`src/rsfb_pkg.sv`:
```
// ----------------------------------------------------------------------------
// rsfb_pkg
// shared types and constants of the rs485 frame builder
// ----------------------------------------------------------------------------
package rsfb_pkg;

    localparam logic [7:0] PREAMBLE_0 = 8'hFF;
    localparam logic [7:0] PREAMBLE_1 = 8'h00;
    localparam logic [7:0] PREAMBLE_2 = 8'hFF;
    localparam logic [7:0] PREAMBLE_3 = 8'hA5;

    localparam logic CMD_HEADER  = 1'b0;
    localparam logic CMD_PAYLOAD = 1'b1;

    // job kinds handed from front to back
    localparam logic [1:0] KIND_HDR  = 2'd0;   // preamble + header (+ checksum if empty)
    localparam logic [1:0] KIND_PAY  = 2'd1;   // one payload byte
    localparam logic [1:0] KIND_PEND = 2'd2;   // last payload byte + checksum
    localparam logic [1:0] KIND_ERR  = 2'd3;   // payload with no open frame

    // emission steps
    localparam int STEP_W = 4;
    localparam logic [STEP_W-1:0] STEP_PRE0    = 4'd0;
    localparam logic [STEP_W-1:0] STEP_PRE1    = 4'd1;
    localparam logic [STEP_W-1:0] STEP_PRE2    = 4'd2;
    localparam logic [STEP_W-1:0] STEP_PRE3    = 4'd3;
    localparam logic [STEP_W-1:0] STEP_PROTO   = 4'd4;
    localparam logic [STEP_W-1:0] STEP_DEST    = 4'd5;
    localparam logic [STEP_W-1:0] STEP_SRC     = 4'd6;
    localparam logic [STEP_W-1:0] STEP_MSG     = 4'd7;
    localparam logic [STEP_W-1:0] STEP_LEN     = 4'd8;
    localparam logic [STEP_W-1:0] STEP_HCSUM_H = 4'd9;
    localparam logic [STEP_W-1:0] STEP_HCSUM_L = 4'd10;
    localparam logic [STEP_W-1:0] STEP_DATA    = 4'd0;
    localparam logic [STEP_W-1:0] STEP_PCSUM_H = 4'd1;
    localparam logic [STEP_W-1:0] STEP_PCSUM_L = 4'd2;

    // job queue
    localparam int QDEPTH = 4;
    localparam int QPTR_W = $clog2(QDEPTH);
    localparam int QCNT_W = $clog2(QDEPTH + 1);

    typedef struct packed {
        logic [1:0]  kind;
        logic [7:0]  protocol_id;
        logic [7:0]  destination;
        logic [7:0]  source;
        logic [7:0]  message_code;
        logic [7:0]  payload_length;
        logic [7:0]  data;
        logic [15:0] csum;
    } job_t;

endpackage

```
`src/rs485_frame_builder_top.sv`:
```
// ----------------------------------------------------------------------------
// rs485_frame_builder_top
// an accepted item passes the job queue, then the sequencer's job and output registers
// throughput: one beat per cycle unless stalled; headers give 9 or 11 beats, payload 1 or 3
// input takes one item per cycle while the 4-entry job queue has room
// reset: synchronous active-low aresetn clears frame state, queue and output
// ----------------------------------------------------------------------------
module rs485_frame_builder_top
    import rsfb_pkg::*;
(
    input  logic       aclk,
    input  logic       aresetn,
    // input channel
    input  logic       s_valid,
    output logic       s_ready,
    input  logic       s_command,
    input  logic [7:0] s_protocol_id,
    input  logic [7:0] s_destination,
    input  logic [7:0] s_source,
    input  logic [7:0] s_message_code,
    input  logic [7:0] s_payload_length,
    input  logic [7:0] s_payload_byte,
    // result channel, one frame byte per beat
    output logic       m_valid,
    input  logic       m_ready,
    output logic [7:0] m_tx_byte,
    output logic       m_frame_end,
    output logic       m_seq_last,
    output logic       m_error
);

    // front to queue
    logic q_push;
    logic q_full;
    job_t q_in_job;

    // queue to back
    logic q_pop;
    logic q_head_valid;
    job_t q_head_job;

    // front: classifies items, keeps running sum and byte count, one job per item
    rsfb_front u_front (
        .aclk             (aclk),
        .aresetn          (aresetn),
        .s_valid          (s_valid),
        .s_ready          (s_ready),
        .s_command        (s_command),
        .s_protocol_id    (s_protocol_id),
        .s_destination    (s_destination),
        .s_source         (s_source),
        .s_message_code   (s_message_code),
        .s_payload_length (s_payload_length),
        .s_payload_byte   (s_payload_byte),
        .q_full           (q_full),
        .q_push           (q_push),
        .q_job            (q_in_job)
    );

    // job queue decouples the front from the byte sequencer
    rsfb_queue u_queue (
        .aclk       (aclk),
        .aresetn    (aresetn),
        .push       (q_push),
        .push_job   (q_in_job),
        .full       (q_full),
        .pop        (q_pop),
        .head_valid (q_head_valid),
        .head_job   (q_head_job)
    );

    // back: walks each job one byte per beat into the output register
    rsfb_back u_back (
        .aclk        (aclk),
        .aresetn     (aresetn),
        .q_valid     (q_head_valid),
        .q_job       (q_head_job),
        .q_pop       (q_pop),
        .m_valid     (m_valid),
        .m_ready     (m_ready),
        .m_tx_byte   (m_tx_byte),
        .m_frame_end (m_frame_end),
        .m_seq_last  (m_seq_last),
        .m_error     (m_error)
    );

endmodule

```
`src/rsfb_front.sv`:
```
// ----------------------------------------------------------------------------
// rsfb_front
// accepts items, tracks frame state and checksum, emits jobs
// ----------------------------------------------------------------------------
module rsfb_front
    import rsfb_pkg::*;
(
    input  logic       aclk,
    input  logic       aresetn,
    input  logic       s_valid,
    output logic       s_ready,
    input  logic       s_command,
    input  logic [7:0] s_protocol_id,
    input  logic [7:0] s_destination,
    input  logic [7:0] s_source,
    input  logic [7:0] s_message_code,
    input  logic [7:0] s_payload_length,
    input  logic [7:0] s_payload_byte,
    input  logic       q_full,
    output logic       q_push,
    output job_t       q_job
);

    logic [15:0] sum_reg,  sum_next;
    logic [7:0]  left_reg, left_next;
    logic        open_reg, open_next;
    logic [15:0] hdr_sum;
    logic [15:0] pay_sum;
    logic [7:0]  pay_left;

    assign s_ready = !q_full;
    assign q_push  = s_valid && s_ready;

    assign hdr_sum = 16'(PREAMBLE_3) + 16'(s_protocol_id) + 16'(s_destination)
                   + 16'(s_source) + 16'(s_message_code) + 16'(s_payload_length);
    assign pay_sum  = sum_reg + 16'(s_payload_byte);
    assign pay_left = left_reg - 8'd1;

    always_comb begin
        sum_next             = sum_reg;
        left_next            = left_reg;
        open_next            = open_reg;
        q_job.kind           = KIND_ERR;
        q_job.protocol_id    = s_protocol_id;
        q_job.destination    = s_destination;
        q_job.source         = s_source;
        q_job.message_code   = s_message_code;
        q_job.payload_length = s_payload_length;
        q_job.data           = s_payload_byte;
        q_job.csum           = hdr_sum;
        if (s_command == CMD_HEADER) begin
            q_job.kind = KIND_HDR;
            if (s_payload_length == 8'd0) begin
                // empty frame closes inside the header job
                sum_next  = '0;
                left_next = '0;
                open_next = 1'b0;
            end else begin
                sum_next  = hdr_sum;
                left_next = s_payload_length;
                open_next = 1'b1;
            end
        end else if (!open_reg || left_reg == 8'd0) begin
            q_job.kind = KIND_ERR;
        end else begin
            q_job.csum = pay_sum;
            if (pay_left == 8'd0) begin
                q_job.kind = KIND_PEND;
                sum_next   = '0;
                left_next  = '0;
                open_next  = 1'b0;
            end else begin
                q_job.kind = KIND_PAY;
                sum_next   = pay_sum;
                left_next  = pay_left;
            end
        end
    end

    always_ff @(posedge aclk) begin
        if (!aresetn) begin
            sum_reg  <= '0;
            left_reg <= '0;
            open_reg <= 1'b0;
        end else if (q_push) begin
            sum_reg  <= sum_next;
            left_reg <= left_next;
            open_reg <= open_next;
        end
    end

endmodule

```
`src/rsfb_queue.sv`:
```
// ----------------------------------------------------------------------------
// rsfb_queue
// small job fifo between front and back
// ----------------------------------------------------------------------------
module rsfb_queue
    import rsfb_pkg::*;
(
    input  logic aclk,
    input  logic aresetn,
    input  logic push,
    input  job_t push_job,
    output logic full,
    input  logic pop,
    output logic head_valid,
    output job_t head_job
);

    job_t              slot_reg [QDEPTH];
    logic [QPTR_W-1:0] wr_reg, wr_next;
    logic [QPTR_W-1:0] rd_reg, rd_next;
    logic [QCNT_W-1:0] cnt_reg, cnt_next;
    logic              do_push, do_pop;

    assign full       = (cnt_reg == QCNT_W'(QDEPTH));
    assign head_valid = (cnt_reg != '0);
    assign head_job   = slot_reg[rd_reg];
    assign do_push    = push && !full;
    assign do_pop     = pop && head_valid;

    always_comb begin
        wr_next  = do_push ? wr_reg + 1'b1 : wr_reg;
        rd_next  = do_pop  ? rd_reg + 1'b1 : rd_reg;
        cnt_next = cnt_reg;
        if (do_push && !do_pop) begin
            cnt_next = cnt_reg + 1'b1;
        end else if (do_pop && !do_push) begin
            cnt_next = cnt_reg - 1'b1;
        end
    end

    always_ff @(posedge aclk) begin
        if (!aresetn) begin
            wr_reg  <= '0;
            rd_reg  <= '0;
            cnt_reg <= '0;
        end else begin
            wr_reg  <= wr_next;
            rd_reg  <= rd_next;
            cnt_reg <= cnt_next;
        end
    end

    always_ff @(posedge aclk) begin
        if (do_push) begin
            slot_reg[wr_reg] <= push_job;
        end
    end

endmodule

```
`src/rsfb_back.sv`:
```
// ----------------------------------------------------------------------------
// rsfb_back
// steps through each job and drives the output register
// ----------------------------------------------------------------------------
module rsfb_back
    import rsfb_pkg::*;
(
    input  logic       aclk,
    input  logic       aresetn,
    input  logic       q_valid,
    input  job_t       q_job,
    output logic       q_pop,
    output logic       m_valid,
    input  logic       m_ready,
    output logic [7:0] m_tx_byte,
    output logic       m_frame_end,
    output logic       m_seq_last,
    output logic       m_error
);

    job_t              job_reg;
    logic              active_reg, active_next;
    logic [STEP_W-1:0] step_reg, step_next;
    logic              valid_reg, valid_next;
    logic [7:0]        byte_reg;
    logic              fend_reg, last_reg, err_reg;

    logic              out_free, emit, done;
    logic [7:0]        cur_byte;
    logic              cur_fend, cur_last, cur_err;

    // decode of the current step
    always_comb begin
        cur_byte = '0;
        cur_fend = 1'b0;
        cur_last = 1'b0;
        cur_err  = 1'b0;
        done     = 1'b0;
        unique case (job_reg.kind)
            KIND_HDR: begin
                unique case (step_reg)
                    STEP_PRE0:    cur_byte = PREAMBLE_0;
                    STEP_PRE1:    cur_byte = PREAMBLE_1;
                    STEP_PRE2:    cur_byte = PREAMBLE_2;
                    STEP_PRE3:    cur_byte = PREAMBLE_3;
                    STEP_PROTO:   cur_byte = job_reg.protocol_id;
                    STEP_DEST:    cur_byte = job_reg.destination;
                    STEP_SRC:     cur_byte = job_reg.source;
                    STEP_MSG:     cur_byte = job_reg.message_code;
                    STEP_LEN: begin
                        cur_byte = job_reg.payload_length;
                        cur_last = (job_reg.payload_length != 8'd0);
                        done     = cur_last;
                    end
                    STEP_HCSUM_H: cur_byte = job_reg.csum[15:8];
                    STEP_HCSUM_L: begin
                        cur_byte = job_reg.csum[7:0];
                        cur_fend = 1'b1;
                        cur_last = 1'b1;
                        done     = 1'b1;
                    end
                    default:      done = 1'b1;
                endcase
            end
            KIND_PAY: begin
                cur_byte = job_reg.data;
                cur_last = 1'b1;
                done     = 1'b1;
            end
            KIND_PEND: begin
                unique case (step_reg)
                    STEP_DATA:    cur_byte = job_reg.data;
                    STEP_PCSUM_H: cur_byte = job_reg.csum[15:8];
                    STEP_PCSUM_L: begin
                        cur_byte = job_reg.csum[7:0];
                        cur_fend = 1'b1;
                        cur_last = 1'b1;
                        done     = 1'b1;
                    end
                    default:      done = 1'b1;
                endcase
            end
            KIND_ERR: begin
                cur_last = 1'b1;
                cur_err  = 1'b1;
                done     = 1'b1;
            end
            default: done = 1'b1;
        endcase
    end

    assign out_free = !valid_reg || m_ready;
    assign emit     = active_reg && out_free;
    assign q_pop    = q_valid && (!active_reg || (emit && done));

    always_comb begin
        active_next = active_reg;
        step_next   = step_reg;
        if (q_pop) begin
            active_next = 1'b1;
            step_next   = '0;
        end else if (emit) begin
            active_next = !done;
            step_next   = step_reg + 1'b1;
        end
        valid_next = emit ? 1'b1 : (m_ready ? 1'b0 : valid_reg);
    end

    always_ff @(posedge aclk) begin
        if (!aresetn) begin
            active_reg <= 1'b0;
            step_reg   <= '0;
            valid_reg  <= 1'b0;
        end else begin
            active_reg <= active_next;
            step_reg   <= step_next;
            valid_reg  <= valid_next;
        end
    end

    always_ff @(posedge aclk) begin
        if (q_pop) begin
            job_reg <= q_job;
        end
        if (emit) begin
            byte_reg <= cur_byte;
            fend_reg <= cur_fend;
            last_reg <= cur_last;
            err_reg  <= cur_err;
        end
    end

    assign m_valid     = valid_reg;
    assign m_tx_byte   = byte_reg;
    assign m_frame_end = fend_reg;
    assign m_seq_last  = last_reg;
    assign m_error     = err_reg;

endmodule

```
`config.mk`:
```
export PLATFORM = sky130hd
export DESIGN_NAME = rs485_frame_builder_top
export DESIGN_NICKNAME = d
export VERILOG_FILES = /design/src/rsfb_pkg.sv /design/src/rs485_frame_builder_top.sv /design/src/rsfb_front.sv /design/src/rsfb_queue.sv /design/src/rsfb_back.sv
export SDC_FILE = /design/constraint.sdc
export NUM_CORES = 1
export LEC_CHECK = 0
export BUFFER_PORTS_ARGS = -buffer_cell sky130_fd_sc_hd__buf_2
export CAP_MARGIN = 20
export CORE_MARGIN = 1
export CORE_UTILIZATION = 35
export CTS_BUF_LIST = sky130_fd_sc_hd__clkbuf_16
export CTS_CLUSTER_DIAMETER = 80
export DETAILED_ROUTE_END_ITERATION = 10
export GPL_TIMING_DRIVEN = 0
export PLACE_DENSITY_LB_ADDON = 0.12
export RECOVER_POWER = 50
export SLEW_MARGIN = 10
export SYNTH_ARGS = -nofsm -noshare
export SYNTH_HDL_FRONTEND = slang
export SYNTH_SLANG_ARGS = --single-unit
```
`constraint.sdc`:
```
create_clock -name aclk -period 7.3 [get_ports aclk]
set_input_delay 1.095 -clock aclk [delete_from_list [all_inputs] [get_ports aclk]]
set_output_delay 1.095 -clock aclk [all_outputs]
set_load 0.02 [all_outputs]
```
# --- Word-level counts from Yosys, hierarchy flattened ---
# Memories as Yosys holds them, arrays and structs flattened. A register that Yosys moved wholly into a read port is not among the register bits.
# Index checks and enable logic that the tools add are counted.
totals:
  ff_bits: 49
  ram_bits: 264
  input_bits: 53
  mem_count: 1
memory_table:
  columns: ["name", "words", "word_bits", "rd", "rd_ports_with_merged_regs", "wr", "line", "rtl"]
  rows:
  - ["u_queue.slot_reg", 4, 66, 1, 1, 1, "rsfb_queue.sv:18", "job_t slot_reg [QDEPTH];"]
op_classes:
  addsub: 12
  n_eq_ne: 16
  mux: 37
  bitwise_logic: 1
  n_reduce_logical: 35
op_table:
  columns: ["cell", "count"]
  rows:
  - ["two-way mux 16 bit", 6]
  - ["adder 16 x 8 -> 16 bit", 5]
  - ["one-hot mux 8 bit (9 select lines)", 1]
  - ["one-hot mux 8 bit (3 select lines)", 2]
  - ["two-way mux 8 bit", 4]
  - ["zero test 8 bit", 3]
  - ["== test 4 x 3 -> 1 bit, second input constant", 4]
  - ["two-way mux 1 bit", 14]
  - ["== test 4 bit, second input constant", 3]
  - ["adder 8 x 8 -> 9 bit, first input constant", 1]
  - ["OR reduction 9 bit", 1]
  - ["== test 4 x 2 -> 1 bit, second input constant", 2]
  - ["logical AND 1 bit", 8]
  - ["nonzero test 8 bit", 1]
  - ["OR reduction 2 bit", 4]
  - ["subtractor 8 x 1 -> 8 bit, second input constant", 1]
  - ["zero test 1 bit", 7]
  - ["two-way mux 2 bit", 3]
  - ["two-way mux 3 bit", 2]
  - ["one-hot mux 1 bit (2 select lines)", 3]
  - ["one-hot mux 1 bit (3 select lines)", 2]
  - ["nonzero test 2 bit", 3]
  - ["adder 2 x 1 -> 2 bit, second input constant", 2]
  - ["adder 4 x 1 -> 4 bit, second input constant", 1]
  - ["15 further kinds", 18]

# --- Longest topological paths before layout ---
# Gate-level depths: netlist of the first run.
logic_depth:
  word_depth: 11
  depth_mapped: 17
  ltp_nobuf: 17

# --- Modules after synthesis ---
# From an unflattened synthesis of the first run, not the netlist that was laid out.
unflattened:
  cells_unflattened: 1103
  hier_area_um2: 17245.3
by_module_without_submodules:
  columns: ["mod", "n_inst", "cells_each", "area_each_um2"]
  rows:
  - ["rsfb_queue", 1, 392, 10002.1]
  - ["rsfb_front", 1, 475, 3713.6]
  - ["rsfb_back", 1, 236, 3529.6]

# --- Least setup slack after synthesis of the first run ---
# OpenSTA, ideal clock, no wires.
synth_path:
  kind: "input -> register"
  start: "in s_protocol_id[0]"
  end: "mem u_queue.slot_reg[0][10] (netlist bit) (data pin)"
  setup_ps: 277
  arrival_time_ps: 4713
  path_slack_ps: 2311
  cell_stages: 16
  cell_sequence: "ha_1 -> o21ai_0 -> inv_1 -> a21oi_1 -> xnor2_1 -> fa_1 -> fa_1 -> inv_1 -> fa_1 -> inv_1 -> ha_1 -> a2111oi_0 -> o21ai_0 -> a31o_2 -> a21oi_1 -> mux2i_1"
synth_rtl:
  columns: ["item", "line", "rtl"]
  rows:
  - ["start, declared", "rs485_frame_builder_top.sv:17", "input logic [7:0] s_protocol_id,"]
  - ["end, declared", "rsfb_queue.sv:18", null]

==> flow_metrics.py, run 1 <==
metrics = {
    "final_layout": {
        "antenna_cells": 0,
        "nNetsFinal": 1233,
        "regArea_mm2": 0.0110,
        "multi_input_area_mm2": 0.00498,
        "num-fill-cells": 4175,
        "post-route-util": 0.413,
        "final_cell_count_no_fill": 1752,
        "final_area_mm2": 0.0189,
        "layout-drive-gt1-share": 0.165,
        "syn_to_final_growth_pct": 15.3,
        "largest_register_ffs": 264,
    },
    "grt": {
        "grt_pass1_wl_um": 62700,
        "globalRouteOverflowTotal": 0,
        "grtUsageMet3": 0.0342,
        "grt_use_met2": 0.294,
        "gr-usage-all-layers": 0.183,
        "grt_pass1_vias": 9477,
        "grt_util_met1": 0.253,
        "grt.busiest_layer": "met2",
        "antenna_found_initial": 2,
        "grt_max_degree": 55,
    },
    "synthesis": {
        "synthTopCellsByArea": "edfxtp_1 (62%), mux4_2 (9.1%), dfxtp_1 (4.6%), fa_1 (3.2%), ha_1 (2.6%)",
        "ys_seq_elements": 379,
        "synth_warnings": 0,
        "seq_area_frac_synth": 0.671,
        "synthCells": 1003,
        "async_flop_share": 0,
        "yosys.area.top_type": "edfxtp_1",
        "synth.most_common_cell": "edfxtp_1",
        "synth_cell_types": 79,
        "synth_flop_cell": "edfxtp_1",
        "synth_common_cells": "edfxtp_1 (341), mux4_2 (66), inv_1 (61), nor2_1 (49), a21oi_1 (44)",
        "synth_top_area_frac": 0.624,
        "synth_enable_flop_cells": 341,
        "avgSynthCellArea_um2": 16.4,
        "syn_area_mm2": 0.0164,
        "syn_nets": 1116,
    },
    "timing": {
        "period_share": 0.758,
        "setup_tns_ns": 0,
        "drv_slew": 130,
        "worst_pin_slew_ns": 2.58,
        "max_slew_margin": -0.719,
        "finalHoldViolCount": 0,
        "max_freq_mhz": 181,
        "grt_setup_unrepaired": "no",
        "worst_clock_skew_ns": 0.0201,
        "setup_viol": 0,
        "fin_crit_ns": 5.54,
    },
    "routing": {
        "ant_nets": 0,
        "drt_iter0_drc": 894,
        "wirelength_um": 42100,
        "avgRoutedWirePerCell_um": 24.0,
        "vias_per_cell": 5.21,
        "drc": 0,
        "firstDrtPassIters": 6,
        "vias": 9136,
    },
    "worst_setup_path": {
        "critical_path_depth": 17,
        "max_stage_delay_ns": 0.57,
        "critPathBufInv": 4,
        "start_kind": "input pin",
        "cp_top_family": "adder cells",
        "path_class": "input pin to register",
        "crit_arrival_ns": 5.82,
        "r2r_cells": 5,
        "crit_required_ns": 7.58,
        "cp_max_fo": 7,
        "cp_cell_sequence": "clkbuf_1 > ha_1 > o21ai_0 > inv_1 > a21oi_1 > xnor2_1 > fa_1 > fa_1 > inv_1 > fa_1 > inv_1 > ha_1 > a2111oi_0 > o21ai_0 > a31o_2 > a21oi_1 > mux2i_1",
        "cp-end-kind": "register",
        "crit_slowest_cell": "fa_1",
    },
    "cts": {
        "root_buffer": "clkbuf_16",
        "cts_resized": 0,
        "clock_latency_ns": 0.58,
        "clock_path_buffers": 3,
        "cts_tree": "built",
        "holdBufCountCts": 0,
        "clkTransAtPathRegs_ns": 0.06,
        "postCtsSetupBuffers": 0,
        "cts_sinks": 379,
        "ctsHtreeMaxLevel": 2,
        "cts_buffers": 44,
    },
    "placement": {
        "placed_cells": 1673,
        "port_buffers": 64,
        "gp_congestion": 0.902,
        "dpl_cell_area_mm2": 0.0176,
        "place_hpwl_um": 28900,
    },
    "floorplan": {
        "die_area_mm2": 0.0477,
        "initial_core_util": 0.358,
        "die_y_um": 218,
        "die_w_um": 218,
        "placementRows": 78,
        "fp.coreArea_mm2": 0.0458,
        "pin_count": 66,
    },
    "power": {
        "power_density_mw_per_mm2": 402,
        "p_leak_nw": 6.43,
        "power.total_mw": 7.61,
        "peakVddDrop_mv": 0.232,
    },
    "run_status": {
        "violations": "capacitance limit, slew limit",
        "status": "finished, violations left",
    },
    "hold_path": {
        "hold_depth": 2,
        "hold_class": "register to register",
    },
    "run": {
        "maxCapViolCount": 4,
    },
}
==> layout make-up <==
class	instances	area share
Inverter	63	0.0126
Clock buffer	45	0.0595
Buffer	43	0.00966
Multi-Input combinational cell	518	0.263
Timing Repair Buffer	71	0.0212
Sequential cell	379	0.582
Clock inverter	33	0.0126
Tap cell	600	0.0397
==> cell usage in the layout (no fill, tap or decap), types with 7 or more instances in the layout <==
| cell type | netlist | final |
|---|---|---|
| o21ai_0 | 35 | 35 |
| xor2_1 | 15 | 15 |
| a22o_1 | 9 | 9 |
| dfxtp_1 | 38 | 38 |
| clkbuf_1 | 21 | 73 |
| xnor2_1 | 17 | 17 |
| ha_1 | 34 | 34 |
| o211ai_1 | 8 | 8 |
| inv_1 | 61 | 72 |
| clkbuf_16 | 0 | 45 |
| nor2_1 | 49 | 49 |
| and3_1 | 9 | 9 |
| a31oi_1 | 7 | 7 |
| mux4_2 | 66 | 66 |
| a21oi_1 | 44 | 44 |
| clkinv_1 | 1 | 9 |
| nand3_1 | 7 | 7 |
| fa_1 | 26 | 26 |
| a22oi_1 | 16 | 16 |
| buf_2 | 16 | 29 |
| nand2_1 | 38 | 38 |
| nand2b_1 | 8 | 8 |
| edfxtp_1 | 341 | 341 |
==> logic make-up after synthesis <==
kind of cell,count (synthesis),synth area share
DFF,379,0.671
buffers and inverters,106,0.0257
AOI/OAI and AO/OA,190,0.0805
xor gates and xnor gates,33,0.0188
and+or+nand+nor,159,0.0496
muxes,76,0.0970
adders and majority gates,60,0.0577
==> where the power goes <==
group / internal (mW) / switching, mW
sequential: 3.07 / 0.217
clock: 1.19 / 0.881
combinational: 0.855 / 1.39
==> worst register-to-register path, delay by kind of cell (launching register included) <==
family	cells	cell delay (ns)
simple gates	2	1.27
buf+inv	3	1.81
flops	1	0.40
==> worst paths after layout <==
kind / slack, ns / start / to
max reg2reg: 3.49 / u_queue.cnt_reg[0] / u_queue.slot_reg[1][26]
max: 1.76 / s_protocol_id[0] / u_queue.slot_reg[3][10]
min: 0.49 / u_front.sum_reg[12] / u_front.sum_reg[12]
min reg2reg: 0.49 / u_front.sum_reg[12] / u_front.sum_reg[12]
==> through the flow <==
stage               hold slack (ns)  worst slack [ns]
floorplan                     0.445              2.31
global placement              0.466              1.21
detailed placement            0.479              1.19
finish                        0.487              1.76
CTS                           0.489              1.80
global route                  0.505              1.36
==> metal layers <==
| metal | up-vias | share of wire | wire length, um |
|---|---|---|---|
| met2 | 245 | 0.48 | 20200 |
| met1 | 4672 | 0.45 | 19000 |
| met3 | 51 | 0.053 | 2220 |
| met5 | - | 0.00031 | 13 |
| met4 | 2 | 0.017 | 697 |
| li1 | 4166 | - | - |
(Power assumes the default switching activity.)
==> run 2: changes to the inputs <==
clock period = 5.25 ns   (was 7.3 ns; I/O delays follow)
==> run 2 against run 1 <==
Effect of this change: clock-buffer cell count did not move; non-clock buffer count is the same; the run still ends with capacitance limit, slew limit left; register-to-register slack worse by 2.0 ns; combinational power increased by 39%; clock skew rose by 0.0026 ns; global-route usage stayed put; routed wire length up 0.19%; total power is 39% higher.
==> flow_metrics.py, run 2 (synthesized netlist as in run 1, its figures left out) <==
metrics = {
    "run_status": {
        "status": "finished, violations left",
        "violations": "capacitance limit, slew limit",
    },
    "cts": {
        "cts_tree": "built",
        "cts_sinks": 379,
        "clkTransAtPathRegs_ns": 0.06,
        "clock_latency_ns": 0.58,
        "root_buffer": "clkbuf_16",
        "holdBufCountCts": 0,
        "clock_path_buffers": 3,
        "cts_buffers": 44,
        "ctsHtreeMaxLevel": 2,
    },
    "timing": {
        "worst_clock_skew_ns": 0.0228,
        "drv_slew": 130,
        "whs_ns": 0.486,
        "setup_viol": 0,
        "worst_pin_slew_ns": 2.57,
        "grt_setup_unrepaired": "no",
        "max_slew_margin": -0.715,
        "period_share": 0.945,
        "setup_tns_ns": 0,
        "max_freq_mhz": 202,
        "finalHoldViolCount": 0,
        "fin_crit_ns": 4.96,
    },
    "final_layout": {
        "largest_register_ffs": 264,
        "final_area_mm2": 0.0189,
        "syn_to_final_growth_pct": 15.3,
        "final_cell_mix": "edfxtp_1 (341), clkbuf_1 (82), inv_1 (73), mux4_2 (66), nor2_1 (49)",
        "antenna_cells": 0,
        "final_cell_count_no_fill": 1752,
        "nNetsFinal": 1233,
        "final_common_cell": "edfxtp_1",
        "layout-drive-gt1-share": 0.156,
    },
    "floorplan": {
        "die_w_um": 218,
        "initial_core_util": 0.358,
        "die_area_mm2": 0.0477,
        "die_y_um": 218,
        "pin_count": 66,
        "fp.coreArea_mm2": 0.0458,
        "placementRows": 78,
    },
    "placement": {
        "place_hpwl_um": 28900,
        "port_buffers": 64,
        "gp_congestion": 0.902,
        "placed_cells": 1673,
        "dpl_cell_area_mm2": 0.0176,
    },
    "routing": {
        "met3_length_um": 2290,
        "ant_nets": 0,
        "wl_met1_um": 19000,
        "drc": 0,
        "vias_per_cell": 5.23,
        "drt_iter0_drc": 869,
        "wl_met2_um": 20100,
        "wirelength_um": 42200,
        "vias": 9164,
        "firstDrtPassIters": 6,
        "routed.top_layer": "met5",
        "avgRoutedWirePerCell_um": 24.1,
    },
    "worst_setup_path": {
        "cp_max_fo": 7,
        "start_kind": "input pin",
        "crit_required_ns": 5.53,
        "path_class": "input pin to register",
        "regToRegStartpoint": "u_queue.cnt_reg[0]",
        "critPathLaunch": "s_protocol_id[2]",
        "ff2ff_setup_slack_ns": 1.49,
        "cp-end-kind": "register",
        "crit_arrival_ns": 5.24,
    },
    "grt": {
        "antenna_found_initial": 2,
        "grt_pass1_wl_um": 62700,
        "grt_max_degree": 55,
        "grt_pass1_vias": 9477,
        "globalRouteOverflowTotal": 0,
        "gr-usage-all-layers": 0.183,
    },
    "hold_path": {
        "min_from": "u_front.sum_reg[12]",
        "hold_class": "register to register",
    },
    "power": {
        "p_leak_nw": 6.41,
        "peakVddDrop_mv": 0.314,
        "power_density_mw_per_mm2": 559,
    },
    "run": {
        "maxCapViolCount": 4,
    },
}
[run 2: final timing paths]
check	endpoint	depth (start not counted)
setup reg to reg	u_queue.slot_reg[1][26]	5
setup / recovery	u_queue.slot_reg[3][10]	16
hold / removal	u_front.sum_reg[12]	2
hold reg to reg	u_front.sum_reg[12]	2
[run 2: power breakdown]
group          leakage [nW]  total, mW  internal (mW)  switching, mW
registers              3.48       4.58           4.27          0.306
clock network         0.703       2.89           1.66           1.23
logic                  2.23       3.11           1.18           1.93
total                  6.41       10.6           7.11           3.46
[run 2: area by class of cell]
class | count | area [um^2]
Sequential cell | 379 | 11000
Multi-Input combinational cell | 518 | 4970
Tap cell | 600 | 751
Clock buffer | 45 | 1130
Clock inverter | 33 | 239
Fill cell | 4175 | 26900
Timing Repair Buffer | 71 | 389
Inverter | 63 | 239
Buffer | 43 | 183
[run 2: worst max-delay path: stages]
cell and delay (ns):
clkbuf_1 0.18, a21oi_1 0.33, nor2_1 0.18, o21ai_0 0.22
xor2_1 0.26, fa_1 0.48, fa_1 0.52, inv_1 0.06
fa_1 0.51, inv_1 0.04, ha_1 0.36, a2111oi_0 0.37
o21ai_0 0.21, a31o_2 0.27, a21oi_1 0.25, mux2i_1 0.20
[run 2: what timing repair did]
item / 4_1_cts / 5_1_grt
resized for setup: 0 / 2
hold endpoints to repair: 0 / 0
buffers inserted: 0 / 0
endpoints found under the setup margin: 0 / 10
[run 2: per-layer routing]
layer	vias up	track usage
met5	-	0
met2	263	0.294
li1	4167	-
met4	2	0.0492
met1	4674	0.253
met3	58	0.0342
[run 2: stage by stage]
step / power (mW) / worst slack [ns] / utilization
2_1_floorplan: 6.55 / 0.568 / -
3_3_place_gp: 7.75 / -0.534 / 0.382
3_5_place_dp: 7.78 / -0.551 / 0.385
4_1_cts: 10.7 / 0.0541 / 0.415
5_1_grt: 11.1 / 0.0326 / 0.413
6_report: 10.6 / 0.291 / 0.413
==> run 3: changes to the inputs <==
CORE_UTILIZATION = 62   (was 35)
==> run 3 against run 2 <==
Effect of this change: the run still ends with capacitance limit, slew limit left; utilization increased by 29 points; clock power decreased by 15%; final area decreased by 3.3%; hold slack got worse by 0.0052 ns; maximum frequency decreased by 0.58%; first-iteration DRC count decreased by 8.9%; die area decreased by 43%; global-route usage increased by 9.9 points; sequential share of layout area increased by 2.0 points; register-to-register slack got worse by 0.91 ns; sequential power about the same; via count increased by 1.6%.
==> flow_metrics.py, run 3 (synthesized netlist as in run 1, its figures left out) <==
metrics = {
    "timing": {
        "max_slew_margin": -1.27,
        "drv_slew": 120,
        "fin_crit_ns": 4.99,
        "setup_tns_ns": 0,
        "max_freq_mhz": 200,
        "finalHoldViolCount": 0,
        "setup_viol": 0,
        "whs_ns": 0.481,
        "worst_pin_slew_ns": 3.41,
        "grt_setup_unrepaired": "no",
        "period_share": 0.950,
        "worst_clock_skew_ns": 0.0221,
    },
    "placement": {
        "dpl_cell_area_mm2": 0.0173,
        "place_hpwl_um": 25300,
        "gp_congestion": 0.924,
        "placed_cells": 1407,
        "port_buffers": 64,
    },
    "floorplan": {
        "fp.coreArea_mm2": 0.0260,
        "initial_core_util": 0.631,
        "pin_count": 66,
        "die_w_um": 165,
        "die_area_mm2": 0.0271,
        "placementRows": 59,
        "die_y_um": 165,
    },
    "final_layout": {
        "antenna_cells": 0,
        "nNetsFinal": 1226,
        "final_area_mm2": 0.0183,
        "largest_register_ffs": 264,
        "syn_to_final_growth_pct": 11.4,
        "final_common_cell": "edfxtp_1",
        "num-fill-cells": 1787,
        "layout-drive-gt1-share": 0.146,
        "final_cell_mix": "edfxtp_1 (341), clkbuf_1 (83), inv_1 (70), mux4_2 (66), nor2_1 (49)",
        "final_cell_count_no_fill": 1475,
    },
    "routing": {
        "vias": 9312,
        "drc": 0,
        "ant_nets": 0,
        "avgRoutedWirePerCell_um": 25.1,
        "vias_per_cell": 6.31,
        "wirelength_um": 37000,
        "drt_iter0_drc": 792,
        "firstDrtPassIters": 6,
    },
    "worst_setup_path": {
        "max_stage_delay_ns": 0.53,
        "path_class": "input pin to register",
        "cp_max_fo": 7,
        "crit_required_ns": 5.46,
        "crit_arrival_ns": 5.20,
        "cp_cell_sequence": "buf_2 > ha_1 > o21ai_2 > inv_1 > a21oi_2 > xnor2_1 > fa_1 > fa_1 > inv_1 > fa_1 > inv_1 > ha_1 > a2111oi_0 > o21ai_0 > a31o_2 > a21oi_1 > mux2i_1",
        "cp-end-kind": "register",
        "crit_slowest_cell": "fa_1",
        "start_kind": "input pin",
    },
    "grt": {
        "globalRouteOverflowTotal": 0,
        "gr-usage-all-layers": 0.282,
        "antenna_found_initial": 0,
        "grt_pass1_wl_um": 54600,
        "grt_max_degree": 50,
        "grt_pass1_vias": 9184,
    },
    "hold_path": {
        "hold_class": "register to register",
    },
    "cts": {
        "cts_sinks": 379,
        "clkTransAtPathRegs_ns": 0.06,
        "holdBufCountCts": 0,
        "root_buffer": "clkbuf_16",
        "postCtsSetupBuffers": 0,
        "clock_latency_ns": 0.53,
        "clock_path_buffers": 3,
        "cts_buffers": 39,
        "cts_tree": "built",
        "ctsHtreeMaxLevel": 2,
    },
    "power": {
        "power.total_mw": 10.0,
        "peakVddDrop_mv": 0.436,
        "power_density_mw_per_mm2": 548,
        "p_leak_nw": 6.26,
    },
    "run_status": {
        "status": "finished, violations left",
        "violations": "capacitance limit, slew limit",
    },
    "run": {
        "maxCapViolCount": 3,
    },
}
==> run 3: changes by cell type in the layout (fill, tap and decap cells not counted), moves of 2 or more <==
cell / delta
clkinvlp_4: -2
clkinv_4: -3
clkbuf_16: -6
clkinv_1: +4
clkinv_2: +2
inv_1: -3
inv_16: -2
==> run 3: worst max-delay path: cells and delay by family <==
family                   cells  cell delay [ns]
multiplexers                 1             0.24
adder cells (fa/ha/maj)      5             2.00
AO/OA/AOI/OAI                6             1.63
XOR/XNOR                     1             0.17
buffers and inverters        4             0.36
==> run 3: where the power goes <==
group          internal (mW)  switching, mW  total (mW)
Combinational           1.16           1.83        2.99
Sequential              4.27          0.279        4.55
Clock                   1.39           1.08        2.47
==> run 3: final timing paths <==
kind                                    startpoint  slack (ns)  cells after the start                 endpoint
worst min-delay path            u_front.sum_reg[6]        0.48                      2       u_front.sum_reg[6]
worst max-delay path              s_protocol_id[0]        0.26                     17  u_queue.slot_reg[2][10]
worst max register to register  u_queue.cnt_reg[0]        0.58                      4  u_queue.slot_reg[3][58]
worst min register to register  u_front.sum_reg[6]        0.48                      2       u_front.sum_reg[6]
==> run 3: metal layers <==
metal  global-route usage  wire [um]  up-vias
met5                    0          0        -
met4               0.0884        949        0
met3               0.0708       3170       65
met2                0.450      17800      417
met1                0.384      15000     4690
li1                     -          -     4140
==> run 3: cell type report <==
cell class / count / area (um^2) / area share
multi-input cells: 518 / 4980 / 0.272
clock buffers: 39 / 976 / 0.0534
flip-flops and latches: 379 / 11000 / 0.602
well taps: 335 / 419 / 0.0229
repair buffers: 69 / 330 / 0.0181
plain buffers: 43 / 183 / 0.0100
inverters: 63 / 239 / 0.0131
clock inverters: 29 / 150 / 0.00822
==> run 3: per-stage QoR <==
stage               setup slack [ns]  utilization
floorplan                      0.568            -
global route                 0.00572        0.703
CTS                          0.00297        0.709
detailed placement            -0.457        0.665
global placement              -0.438        0.660
finish                         0.262        0.703
==> run 3: repair_timing <==
item | CTS | global route
endpoints found under the setup margin | 0 | 10
endpoints found under the hold margin | 0 | 0
gates resized for setup | 0 | 3
